==> config.mk <==
export PLATFORM = sky130hd
export DESIGN_NAME = btpc_post
export DESIGN_NICKNAME = d
export VERILOG_FILES = /design/src/design/assert_macros.svh /design/src/design/btpc_pkg.sv /design/src/design/btpc_post.sv
export SDC_FILE = /design/constraint.sdc
export NUM_CORES = 2
export LEC_CHECK = 0
export BUFFER_PORTS_ARGS = -buffer_cell sky130_fd_sc_hd__clkbuf_2
export CAP_MARGIN = 20
export CORE_AREA = 2 2 372 374
export CTS_BUF_LIST = sky130_fd_sc_hd__clkbuf_4
export DETAILED_ROUTE_END_ITERATION = 8
export DIE_AREA = 0 0 374 376
export GPL_ROUTABILITY_DRIVEN = 0
export GPL_TIMING_DRIVEN = 1
export PLACE_DENSITY = 0.72
export REMOVE_ABC_BUFFERS = 1
export SYNTH_ARGS = -nofsm -noshare
export SYNTH_HDL_FRONTEND = slang
export SYNTH_SLANG_ARGS = --single-unit
==> constraint.sdc <==
create_clock -name clk_i -period 11.6 [get_ports clk_i]
set_input_delay 1.16 -clock clk_i [delete_from_list [all_inputs] [get_ports clk_i]]
set_output_delay 1.16 -clock clk_i [all_outputs]
set_load 0.02 [all_outputs]
==> src/design/assert_macros.svh <==
// ---------------------------------------------------------------------------
// Assertion macros
// Concurrent assertion wrappers, empty when SYNTHESIS is defined.
// ---------------------------------------------------------------------------
`ifndef ASSERT_MACROS_SVH
`define ASSERT_MACROS_SVH

`ifndef SYNTHESIS
`define ASSERT_AT(lbl, clk, rst_n, prop) \
  lbl: assert property (@(posedge clk) disable iff (!rst_n) (prop)) \
    else $error("assertion failed");
`define ASSERT_NEVER(lbl, clk, rst_n, prop) \
  lbl: assert property (@(posedge clk) disable iff (!rst_n) !(prop)) \
    else $error("forbidden condition seen");
`else
`define ASSERT_AT(lbl, clk, rst_n, prop)
`define ASSERT_NEVER(lbl, clk, rst_n, prop)
`endif

`endif

==> src/design/btpc_pkg.sv <==
// ---------------------------------------------------------------------------
// btpc_pkg
// Shared types and constants of the baro temperature/pressure compensation.
// ---------------------------------------------------------------------------
package btpc_pkg;

  localparam int RawW   = 20;
  localparam int TempW  = 15;
  localparam int PressW = 25;
  localparam int CfgW   = 48;
  localparam int CfgIdxW = 2;
  localparam int QW     = 36;   // quotient bits resolved by the divider

  localparam logic signed [TempW-1:0] TempMin = -15'sd4000;
  localparam logic signed [TempW-1:0] TempMax = 15'sd8500;
  localparam logic [PressW-1:0]       PressMax = 25'd28160000;
  localparam logic signed [52:0]      NLim = 53'sh0A_0000_0000_0000;

  typedef enum logic [CfgIdxW-1:0] {
    CfgTemp   = 2'd0,
    CfgPressA = 2'd1,
    CfgPressB = 2'd2,
    CfgPressC = 2'd3
  } cfg_idx_e;

  typedef struct packed {
    logic        [15:0] t1;
    logic signed [15:0] t2;
    logic signed [15:0] t3;
    logic        [15:0] p1;
    logic signed [15:0] p2;
    logic signed [15:0] p3;
    logic signed [15:0] p4;
    logic signed [15:0] p5;
    logic signed [15:0] p6;
    logic signed [15:0] p7;
    logic signed [15:0] p8;
    logic signed [15:0] p9;
  } calib_t;

  // temperature result that rides along with the pressure work
  typedef struct packed {
    logic signed [TempW-1:0] temp;
    logic                    sat;
  } side_t;

  typedef struct packed {
    logic signed [24:0] a0;
    logic [RawW-1:0]    raw_p;
    side_t              side;
  } tmp_t;

  typedef struct packed {
    logic signed [63:0] num;
    logic signed [37:0] dvs;
    logic               inv;
    side_t              side;
  } pol_t;

  typedef struct packed {
    logic signed [36:0] p;
    logic               inv;
    side_t              side;
  } quo_t;

  typedef struct packed {
    logic signed [TempW-1:0] temp;
    logic [PressW-1:0]       press;
    logic                    inv;
    logic                    sat;
  } res_t;

endpackage

==> src/design/btpc_post.sv <==
// ---------------------------------------------------------------------------
// btpc_post
// Four-stage pressure correction terms, P7 offset and output saturation.
// ---------------------------------------------------------------------------
module btpc_post (
  input  logic             clk_i,
  input  logic             rst_ni,
  input  logic             en_i,
  input  logic             valid_i,
  input  btpc_pkg::quo_t   in_i,
  input  btpc_pkg::calib_t calib_i,
  output logic             valid_o,
  output btpc_pkg::res_t   out_o
);
  import btpc_pkg::*;

  logic [3:0] vld_q;

  logic signed [15:0] p7_s, p8_s, p9_s;
  assign p7_s = calib_i.p7;
  assign p8_s = calib_i.p8;
  assign p9_s = calib_i.p9;

  // stage 1: (p>>13)^2 and P8*p
  logic signed [23:0] q13;
  logic signed [47:0] qsq;
  logic [44:0]        qq_q;
  logic signed [52:0] p8p_d, p8p_q, p8p_2q;
  logic signed [36:0] p1_q, p2_q;
  logic               inv1_q, inv2_q, inv3_q;
  side_t              sd1_q, sd2_q, sd3_q;

  always_comb begin
    q13   = 24'(in_i.p >>> 13);
    qsq   = 48'(q13) * 48'(q13);
    p8p_d = 53'(in_i.p) * 53'(p8_s);
  end

  // stage 2
  logic signed [61:0] c1m_d, c1m_q;
  assign c1m_d = 62'($signed({1'b0, qq_q})) * 62'(p9_s);

  // stage 3
  logic signed [39:0] s_d, s_q;
  assign s_d = 40'(p2_q) + 40'(c1m_q >>> 25) + 40'(p8p_2q >>> 19);

  // stage 4
  logic signed [39:0] r;
  res_t               out_d, out_q;
  logic               psat;

  always_comb begin
    r = 40'(s_q >>> 8) + (40'(p7_s) <<< 4);
    psat = 1'b0;
    if (inv3_q) begin
      out_d.press = '0;
    end else if (r < 0) begin
      out_d.press = '0;
      psat = 1'b1;
    end else if (r > 40'(PressMax)) begin
      out_d.press = PressMax;
      psat = 1'b1;
    end else begin
      out_d.press = 25'(r);
    end
    out_d.temp = sd3_q.temp;
    out_d.inv  = inv3_q;
    out_d.sat  = sd3_q.sat | psat;
  end

  always_ff @(posedge clk_i or negedge rst_ni) begin
    if (!rst_ni) begin
      vld_q <= '0;
    end else if (en_i) begin
      vld_q <= {vld_q[2:0], valid_i};
    end
  end

  always_ff @(posedge clk_i) begin
    if (en_i) begin
      qq_q   <= qsq[44:0];
      p8p_q  <= p8p_d;
      p1_q   <= in_i.p;
      inv1_q <= in_i.inv;
      sd1_q  <= in_i.side;
      c1m_q  <= c1m_d;
      p8p_2q <= p8p_q;
      p2_q   <= p1_q;
      inv2_q <= inv1_q;
      sd2_q  <= sd1_q;
      s_q    <= s_d;
      inv3_q <= inv2_q;
      sd3_q  <= sd2_q;
      out_q  <= out_d;
    end
  end

  assign valid_o = vld_q[3];
  assign out_o   = out_q;

endmodule

==> flow_summary.yaml <==
sta:
  layout_setup_ws_ps: 3011
  fin_skew_ps: 106.6
  tightest_slew_ps: 1098
  setup_viol: 0
  relSlewSlack_pct: 26.83
  fin_crit_ps: 8589
  timing.final.crit_share_pct: 74.04
  rsz0062_at_grt: "no"
  maxSlewViolCount: 0
  max_freq_mhz: 116.4
  setup_tns_ps: 0
  hold_viol_final: 0
synthesis:
  yosysWarnings: 0
  syn_inst: 7613
  synth_seq_cells: 350
  synth_edf_count: 346
  ys_seq_area_share_pct: 14.06
  yosysUniqueCellTypes: 93
  mappedNetlistArea_um2: 74620
  ys.flop_type: "edfxtp_1"
  synth.avg_cell_area_um2: 9.802
  async_flop_share_pct: 1.143
routing:
  first_pass_iters: 8
  vias: 51610
  antenna_left: 0
  routedWlPerCell_um: 19.07
  drt_iter0_drc: 3580
  wl_mm: 180.5
  remaining_drc_errors: 0
  routed_via_density: 5.452
setup_path:
  path_max_fanout: 25
  arrival_ps: 9340
  startpoint: "in_i[36]"
  crit_path_start_kind: "input port"
  endpoint: "qq_q[41]$_DFFE_PP_"
  rr_startpoint: "qq_q[25]$_DFFE_PP_"
  setup.worst_path.end_class: "register"
  cp.required_ps: 12350
  r2r_slack_ps: 3610
  ff2ff_path_depth: 21
  r2r-end: "c1m_q[56]$_DFFE_PP_"
  worstSetupPathType: "in2reg"
clock_network:
  cts_tree: "built"
  clock_path_buffers: 3
  cts_resized: 0
  clk_pin_slew_worst_paths_ps: 80
  cts_made_buffers: 92
  insertion_delay_ps: 1080
  cts.htree.levels: 3
  clockRootBuffer: "clkbuf_4"
  numClockSinks: 350
layout:
  fillCellCount: 11740
  area_growth_pct: 4.583
  stdcell_area_um2: 78040
  drive_gt1_share_pct: 5.219
  fin_nets: 10070
  layout_common_cells: "inv_1 (1948), fa_1 (1705), nand2_1 (1114)"
  final_common_cell: "inv_1"
  final_util_pct: 57.11
grt:
  grt_pass1_vias: 57050
  antenna_found_initial: 7
  grt-ovfl-total: 0
  track_usage_pct: 27.07
  grt_pass1_wl_mm: 298.1
  grt_max_degree: 177
floorplanning:
  row_count: 136
  dieHeight_um: 376
  design.core.area_um2: 136600
  ios: 293
  die_area_um2: 140600
  start_util_pct: 54.61
  fp.dieW_um: 374
placed_design:
  dpl_worst_slack_ps: 2208
  portBuffers: 148
  dpl_cell_area_um2: 76830
  hpwl_mm: 141.3
run:
  drv_cap: 0
worst_hold_path:
  min_path_type: "in2reg"
outcome:
  outcome: "finished, final reports clean"
-- worst max-delay path: stages --
cell	delay, ps
clkbuf_2	680
buf_4	430
nand2_1	150
inv_1	100
fa_1	450
fa_1	520
inv_1	60
fa_1	400
fa_1	550
inv_1	60
fa_1	460
fa_1	540
inv_1	50
fa_1	470
inv_1	40
ha_1	400
nand4_1	200
nor2_1	370
nand2_1	150
o31ai_1	780
a31oi_1	340
o31ai_1	620
nor2_1	90
nand4b_1	190
-- cell families (layout without fill, tap and decap cells) --
group	Yosys count	after routing	share of synthesized area, %
XOR/XNOR	185	185	2.171
AND/OR/NAND/NOR	2022	2022	12.73
buffers and inverters	2271	2319	11.49
multiplexers	6	6	0.08719
AO/OA/AOI/OAI	560	560	5.121
flip-flops	350	350	14.06
other	2	13	0.01006
adder cells (fa/ha/maj)	2217	2217	54.33
-- Yosys cell counts (9+ instances only) --
library cell / count / share of area, %
inv_1: 1948 / 9.8
fa_1: 1705 / 46
nand2_1: 1114 / 5.6
ha_1: 512 / 8.6
and2_1: 479 / 4.0
edfxtp_1: 346 / 14
clkbuf_1: 303 / 1.5
nor2_1: 168 / 0.85
a21oi_1: 158 / 1.1
xnor2_1: 123 / 1.4
a21o_1: 82 / 0.82
o21ai_0: 68 / 0.46
xor2_1: 62 / 0.73
nand2b_1: 51 / 0.43
nor2b_1: 50 / 0.42
nor3_1: 35 / 0.23
o21a_1: 34 / 0.34
nand3_1: 31 / 0.21
nand4_1: 25 / 0.21
o21bai_1: 23 / 0.23
a31oi_1: 20 / 0.17
o21ai_1: 17 / 0.11
o211ai_1: 16 / 0.16
a211oi_1: 14 / 0.14
and3_1: 14 / 0.12
o31a_1: 11 / 0.13
buf_1: 9 / 0.045
-- final cells by class --
| type | count | area [um^2] | area share, % |
|---|---|---|---|
| well taps | 1794 | 2245 | 2.876 |
| clock buffers | 123 | 923.4 | 1.183 |
| flip-flops and latches | 350 | 10490 | 13.44 |
| multi-input cells | 4996 | 55570 | 71.21 |
| diodes | 7 | 17.52 | 0.02245 |
| clock inverters | 38 | 241.5 | 0.3094 |
| repair buffers | 209 | 1236 | 1.584 |
| inverters | 1949 | 7316 | 9.374 |
-- worst min path at each step --
stage,slack [ps],start,cells after the start,endpoint
2_1_floorplan,400,inv1_q$_DFFE_PP_,0,inv2_q$_DFFE_PP_
3_3_place_gp,400,sd2_q[12]$_DFFE_PP_,0,out_d[38]$_DFFE_PP_
3_5_place_dp,400,sd2_q[4]$_DFFE_PP_,0,out_d[30]$_DFFE_PP_
4_1_cts,190,in_i[11],1,sd1_q[11]$_DFFE_PP_
5_1_grt,230,in_i[5],1,sd1_q[5]$_DFFE_PP_
6_report,300,in_i[0],1,sd1_q[0]$_DFFE_PP_
-- sequential cells by signal (all words and copies together), names as in the netlist, 4 cells and up --
register / flops
qq_q: 44
p2_q: 37
p8p_q: 34
sd2_q: 16
p8p_2q: 34
sd1_q: 16
c1m_q: 37
out_d: 15
p1_q: 36
vld_q: 4
s_q: 31
out_o: 42
-- timing repair --
action	in CTS	in global routing
endpoints found under the setup margin	0	0
buffers inserted	0	0
hold endpoints to repair	4	0
hold buffers	1	0
-- per-stage QoR --
stage | cells | hold WS (ps)
3_5_place_dp | 9296 | 404.5
3_3_place_gp | 9296 | 400.4
6_report | 9466 | 303.7
5_1_grt | 9464 | 231.3
4_1_cts | 9458 | 194.0
2_1_floorplan | 7295 | 400.3
-- per-layer routing --
metal	up-vias	wire length [um]	global-route usage [%]
met2	2034	87730	45.70
li1	22570	-	-
met3	446	14300	4.299
met4	2	8117	11.31
met5	-	10	0
met1	26560	70370	34.91
Power is left out: the tool's default activity adds up to more than one toggle a clock period on the data nets, which glitch-free logic cannot reach.
