===== src/design/assert_macros.svh =====
// ---------------------------------------------------------------------------
// Assertion macros
// Concurrent assertion wrappers, empty when SYNTHESIS is defined.
// ---------------------------------------------------------------------------
`ifndef ASSERT_MACROS_SVH
`define ASSERT_MACROS_SVH

`ifndef SYNTHESIS
`define ASSERT_AT(lbl, clk, rst_n, prop) \
  lbl: assert property (@(posedge clk) disable iff (!rst_n) (prop)) \
    else $error("assertion failed");
`define ASSERT_NEVER(lbl, clk, rst_n, prop) \
  lbl: assert property (@(posedge clk) disable iff (!rst_n) !(prop)) \
    else $error("forbidden condition seen");
`else
`define ASSERT_AT(lbl, clk, rst_n, prop)
`define ASSERT_NEVER(lbl, clk, rst_n, prop)
`endif

`endif


===== src/design/btpc_pkg.sv =====
// ---------------------------------------------------------------------------
// btpc_pkg
// Shared types and constants of the baro temperature/pressure compensation.
// ---------------------------------------------------------------------------
package btpc_pkg;

  localparam int RawW   = 20;
  localparam int TempW  = 15;
  localparam int PressW = 25;
  localparam int CfgW   = 48;
  localparam int CfgIdxW = 2;
  localparam int QW     = 36;   // quotient bits resolved by the divider

  localparam logic signed [TempW-1:0] TempMin = -15'sd4000;
  localparam logic signed [TempW-1:0] TempMax = 15'sd8500;
  localparam logic [PressW-1:0]       PressMax = 25'd28160000;
  localparam logic signed [52:0]      NLim = 53'sh0A_0000_0000_0000;

  typedef enum logic [CfgIdxW-1:0] {
    CfgTemp   = 2'd0,
    CfgPressA = 2'd1,
    CfgPressB = 2'd2,
    CfgPressC = 2'd3
  } cfg_idx_e;

  typedef struct packed {
    logic        [15:0] t1;
    logic signed [15:0] t2;
    logic signed [15:0] t3;
    logic        [15:0] p1;
    logic signed [15:0] p2;
    logic signed [15:0] p3;
    logic signed [15:0] p4;
    logic signed [15:0] p5;
    logic signed [15:0] p6;
    logic signed [15:0] p7;
    logic signed [15:0] p8;
    logic signed [15:0] p9;
  } calib_t;

  // temperature result that rides along with the pressure work
  typedef struct packed {
    logic signed [TempW-1:0] temp;
    logic                    sat;
  } side_t;

  typedef struct packed {
    logic signed [24:0] a0;
    logic [RawW-1:0]    raw_p;
    side_t              side;
  } tmp_t;

  typedef struct packed {
    logic signed [63:0] num;
    logic signed [37:0] dvs;
    logic               inv;
    side_t              side;
  } pol_t;

  typedef struct packed {
    logic signed [36:0] p;
    logic               inv;
    side_t              side;
  } quo_t;

  typedef struct packed {
    logic signed [TempW-1:0] temp;
    logic [PressW-1:0]       press;
    logic                    inv;
    logic                    sat;
  } res_t;

endpackage


===== src/design/btpc_temp.sv =====
// ---------------------------------------------------------------------------
// btpc_temp
// Five-stage temperature polynomial: fine temperature, centi-degC output.
// ---------------------------------------------------------------------------
module btpc_temp (
  input  logic                       clk_i,
  input  logic                       rst_ni,
  input  logic                       en_i,
  input  logic                       valid_i,
  input  logic [btpc_pkg::RawW-1:0]  raw_t_i,
  input  logic [btpc_pkg::RawW-1:0]  raw_p_i,
  input  btpc_pkg::calib_t           calib_i,
  output logic                       valid_o,
  output btpc_pkg::tmp_t             out_o
);
  import btpc_pkg::*;

  logic [4:0] vld_q;

  logic signed [15:0] t2_s, t3_s;
  assign t2_s = calib_i.t2;
  assign t3_s = calib_i.t3;

  // stage 1
  logic signed [17:0] dt1_d, dt1_q;
  logic signed [16:0] dd;
  logic [15:0]        dab_d, dab_q;
  logic [RawW-1:0]    rp1_q, rp2_q, rp3_q, rp4_q;

  always_comb begin
    dt1_d = $signed({1'b0, raw_t_i[19:3]}) - $signed({1'b0, calib_i.t1, 1'b0});
    dd    = $signed({1'b0, raw_t_i[19:4]}) - $signed({1'b0, calib_i.t1});
    dab_d = dd[16] ? 16'(-dd) : 16'(dd);
  end

  // stage 2
  logic signed [33:0] m1_d, m1_q;
  logic [31:0]        sq_d, sq_q;
  assign m1_d = 34'(dt1_q) * 34'(t2_s);
  assign sq_d = 32'(dab_q) * 32'(dab_q);

  // stage 3
  logic signed [22:0] v1_d, v1_q;
  logic signed [36:0] m2_d, m2_q;
  assign v1_d = 23'(m1_q >>> 11);
  assign m2_d = 37'($signed({1'b0, sq_q[31:12]})) * 37'(t3_s);

  // stage 4
  logic signed [23:0] tf_d, tf_q;
  assign tf_d = 24'(v1_q) + 24'(m2_q >>> 14);

  // stage 5
  logic signed [26:0] t5;
  logic signed [18:0] tsh;
  tmp_t               out_d, out_q;

  always_comb begin
    t5 = 27'(tf_q) * 27'sd5 + 27'sd128;
    tsh = 19'(t5 >>> 8);
    out_d.a0    = 25'(tf_q) - 25'sd128000;
    out_d.raw_p = rp4_q;
    if (tsh < 19'(TempMin)) begin
      out_d.side.temp = TempMin;
      out_d.side.sat  = 1'b1;
    end else if (tsh > 19'(TempMax)) begin
      out_d.side.temp = TempMax;
      out_d.side.sat  = 1'b1;
    end else begin
      out_d.side.temp = 15'(tsh);
      out_d.side.sat  = 1'b0;
    end
  end

  always_ff @(posedge clk_i or negedge rst_ni) begin
    if (!rst_ni) begin
      vld_q <= '0;
    end else if (en_i) begin
      vld_q <= {vld_q[3:0], valid_i};
    end
  end

  always_ff @(posedge clk_i) begin
    if (en_i) begin
      dt1_q <= dt1_d;
      dab_q <= dab_d;
      rp1_q <= raw_p_i;
      m1_q  <= m1_d;
      sq_q  <= sq_d;
      rp2_q <= rp1_q;
      v1_q  <= v1_d;
      m2_q  <= m2_d;
      rp3_q <= rp2_q;
      tf_q  <= tf_d;
      rp4_q <= rp3_q;
      out_q <= out_d;
    end
  end

  assign valid_o = vld_q[4];
  assign out_o   = out_q;

endmodule


===== config.mk =====
export PLATFORM = sky130hd
export DESIGN_NAME = btpc_temp
export DESIGN_NICKNAME = d
export VERILOG_FILES = /design/src/design/assert_macros.svh /design/src/design/btpc_pkg.sv /design/src/design/btpc_temp.sv
export SDC_FILE = /design/constraint.sdc
export NUM_CORES = 2
export LEC_CHECK = 0
export ABC_AREA = 1
export BUFFER_PORTS_ARGS = -buffer_cell sky130_fd_sc_hd__buf_2
export CAP_MARGIN = 15
export CORE_AREA = 2 2 311 313
export DETAILED_ROUTE_END_ITERATION = 10
export DIE_AREA = 0 0 313 315
export HOLD_SLACK_MARGIN = 0.05
export PLACE_DENSITY = 0.63
export RECOVER_POWER = 25
export SYNTH_ARGS = -nofsm -noshare
export SYNTH_HDL_FRONTEND = slang
export SYNTH_SLANG_ARGS = --single-unit

===== constraint.sdc =====
create_clock -name clk_i -period 15.8 [get_ports clk_i]
set_input_delay 0.79 -clock clk_i [delete_from_list [all_inputs] [get_ports clk_i]]
set_output_delay 0.79 -clock clk_i [all_outputs]
set_load 0.1 [all_outputs]

==> run_results.csv <==
group,metric,value,unit
placement,dpl_worst_slack,8.77,ns
drt,wl_per_cell,15.3,µm
placement,io_buffers,150,
drt,via_per_inst,4.85,
sta,fmax,148,MHz
drt,dr.pass1.iters,5,
cells_and_area,fin_util,0.476,
clocking,cts.root.buffer_cell,"clkbuf_16",
synth,synth_flop_cell,"edfxtp_1",
clocking,clockBufferDepth,3,
worst_setup_path,required,16.12,ns
clocking,clk_pin_slew,0.06,ns
sta,rsz0062_at_grt,"false",
die,start_util,0.446,
synth,syn_avg_cell_area,8.89,µm²
sta,setup_slack,9.04,ns
die,die_y,315,µm
global_route,grt_pass1_vias,31100,
clocking,clkLatencyLatePin,0.59,ns
cells_and_area,final_common_cell,"inv_1",
cells_and_area,syn2layout_area_growth,6.63,%
synth,synth_seq_area_share,0.205,
clocking,ctsResizeCount,0,
die,io_pins,298,
outcome,violations,"capacitance limit, slew limit",
drt,post-route-drc-count,0,
synth,syn-cell-area,42700,µm²
synth,synth_seq_cells,292,
synth,synth_edf_count,287,
cells_and_area,final_nets,6196,
global_route,grt_max_degree,81,
die,rows,114,
clocking,cts_made_buffers,31,
outcome,status,"complete, but fails checks",
global_route,grt-busiest-layer,"met2",
cells_and_area,fill_cells,9179,
sta,hold_viol,0,
worst_setup_path,crit_type,"reg -> reg",
sta,min_period,6.76,ns
placement,dp_hpwl,75200,µm
sta,relSlewSlack,-1.75,
synth,ys_types,51,
cells_and_area,layout-drive-gt1-share,0.0571,
drt,finalWirelength,93900,µm
drt,ant_nets,0,
global_route,grt_pass1_wl,157000,µm
clocking,cts_tree,"built",
sta,worst_pin_slew,4.13,ns
die,die_w,313,µm
clocking,htreeDepth,1,
worst_setup_path,cp.buffers_inverters,7,
clocking,cts_hold_buffers,1,
worst_setup_path,endpoint_kind,"flop",
synth,netlist_instances,4802,
sta,min_period_over_period,0.428,
worst_setup_path,critical-path-top-delay-family,"adder cells",
cells_and_area,layout_common_cells,"inv_1, nand2_1, fa_1, ha_1, edfxtp_1",
worst_setup_path,crit_path_frequent_cell,"inv_1",
worst_setup_path,cp_data_arrival_time,7.08,ns
sta,slew_viol_final,81,
die,coreArea,95700,µm²
worst_setup_path,critical-path-max-stage-delay,1.02,ns
clocking,postCtsSetupBuffers,0,
drt,vias,29800,
global_route,use_met2,0.335,
synth,synth_nets,6156,
worst_setup_path,critPathMaxFanout,16,
synth,yosys_warnings,0,
global_route,antenna_found_initial,5,
global_route,met3_usage,0.0236,
drt,drt-initial-drc-count,1573,
worst_hold_path,hold_path.class,"in -> reg",
die,dieArea,98600,µm²
global_route,track_usage,0.197,
sta,setup_viol_count_final,0,
sta,fin_setup_tns,0,ns
clocking,clock-sinks,292,
placement,place.gp.congestion,0.885,
worst_setup_path,path_cells,"nand2_1 -> fa_1 -> inv_1 -> fa_1 -> inv_1 -> fa_1 -> inv_1 -> fa_1 -> fa_1 -> inv_1 -> fa_1 -> inv_1 -> ha_1 -> a21oi_1 -> inv_1 -> a21oi_1 -> inv_1 -> a21oi_1 -> nand3_1 -> a21boi_0 -> o21bai_1 -> nand3_1 -> nand2_1 -> xor2_1",
worst_setup_path,worst_setup_path_start_kind,"flop",
job,cap_viol_max_count,1,
worst_setup_path,slowest_stage,"edfxtp_1",
synth,async_flop_share,0.0171,
global_route,grt_overflow_total,0,
global_route,use_met1,0.272,
sta,finClkSkew,0.0171,ns
[final timing paths]
path	from	to	slack, ns	cells past startpoint
min in group asynchronous	rst_ni	vld_q[1]	0.58	2
min reg2reg	rp4_q[16]	out_o[32]	0.41	0
max	sq_q[19]	m2_q[36]	9.04	24
max in group asynchronous	rst_ni	vld_q[3]	15.01	2
min	raw_p_i[6]	rp1_q[6]	0.37	1
max reg2reg	sq_q[19]	m2_q[36]	9.04	24
[sequential cells by signal, summed over array words and instances (netlist names), 23 cells and up]
signal,count
m1_q,23
m2_q,23
out_o,61
tf_q,24
v1_q,23
[area by class of cell]
cell class	count	area [µm²]	area share
clock buffers	32	779	0.0171
clock inverters	25	224	0.00492
flip-flops and latches	292	8740	0.192
inverters	1347	5060	0.111
diodes	2	5.00	0.000110
repair buffers	158	805	0.0177
well taps	1276	1600	0.0351
multi-input cells	3012	28300	0.622
[layer usage]
layer / vias up / wire length [µm]
li1: 14400 / -
met1: 14600 / 42500
met2: 706 / 44700
met3: 124 / 4820
met4: 4 / 1910
met5: - / 24
[cells by family after synthesis]
group / count (synthesis) / synth area share
AOI/OAI and AO/OA: 327 / 0.0436
xor gates and xnor gates: 148 / 0.0313
DFF: 292 / 0.205
adders and majority gates: 1118 / 0.452
and+or+nand+nor: 1418 / 0.136
muxes: 1 / 0.000264
buffers and inverters: 1498 / 0.132
[metrics by stage]
stage          cell area [µm²]  std cells  hold slack [ns]
6_report                 45500       6144            0.366
5_1_grt                  45500       6144            0.335
4_1_cts                  45500       6142            0.325
3_5_place_dp             44500       6084            0.405
3_3_place_gp             44500       6084            0.400
2_1_floorplan            42700       4802            0.400
[worst register-to-register path: stages (launching register included)]
cell      delay, ns
edfxtp_1       1.02
nand2_1        0.20
fa_1           0.58
inv_1          0.06
fa_1           0.49
inv_1          0.05
fa_1           0.53
inv_1          0.06
fa_1           0.39
fa_1           0.52
inv_1          0.05
fa_1           0.47
inv_1          0.04
ha_1           0.33
a21oi_1        0.23
inv_1          0.06
a21oi_1        0.17
inv_1          0.06
a21oi_1        0.13
nand3_1        0.17
a21boi_0       0.35
o21bai_1       0.22
nand3_1        0.11
nand2_1        0.06
xor2_1         0.15
[Yosys cell counts, drive strengths merged (22+ instances only)]
cell	number	area share
nand2	1080	0.097
nor2	167	0.016
or2	22	0.0032
fa	708	0.33
nor3	32	0.0041
nand3	73	0.0092
a21oi	166	0.020
nand4	28	0.0041
xnor2	42	0.0086
inv	1347	0.12
o21ai	85	0.010
edfxtp	287	0.20
clkbuf	141	0.012
xor2	106	0.023
ha	410	0.12
Power is left out: the tool's default activity adds up to more than one toggle a clock period on the data nets, which glitch-free logic cannot reach.
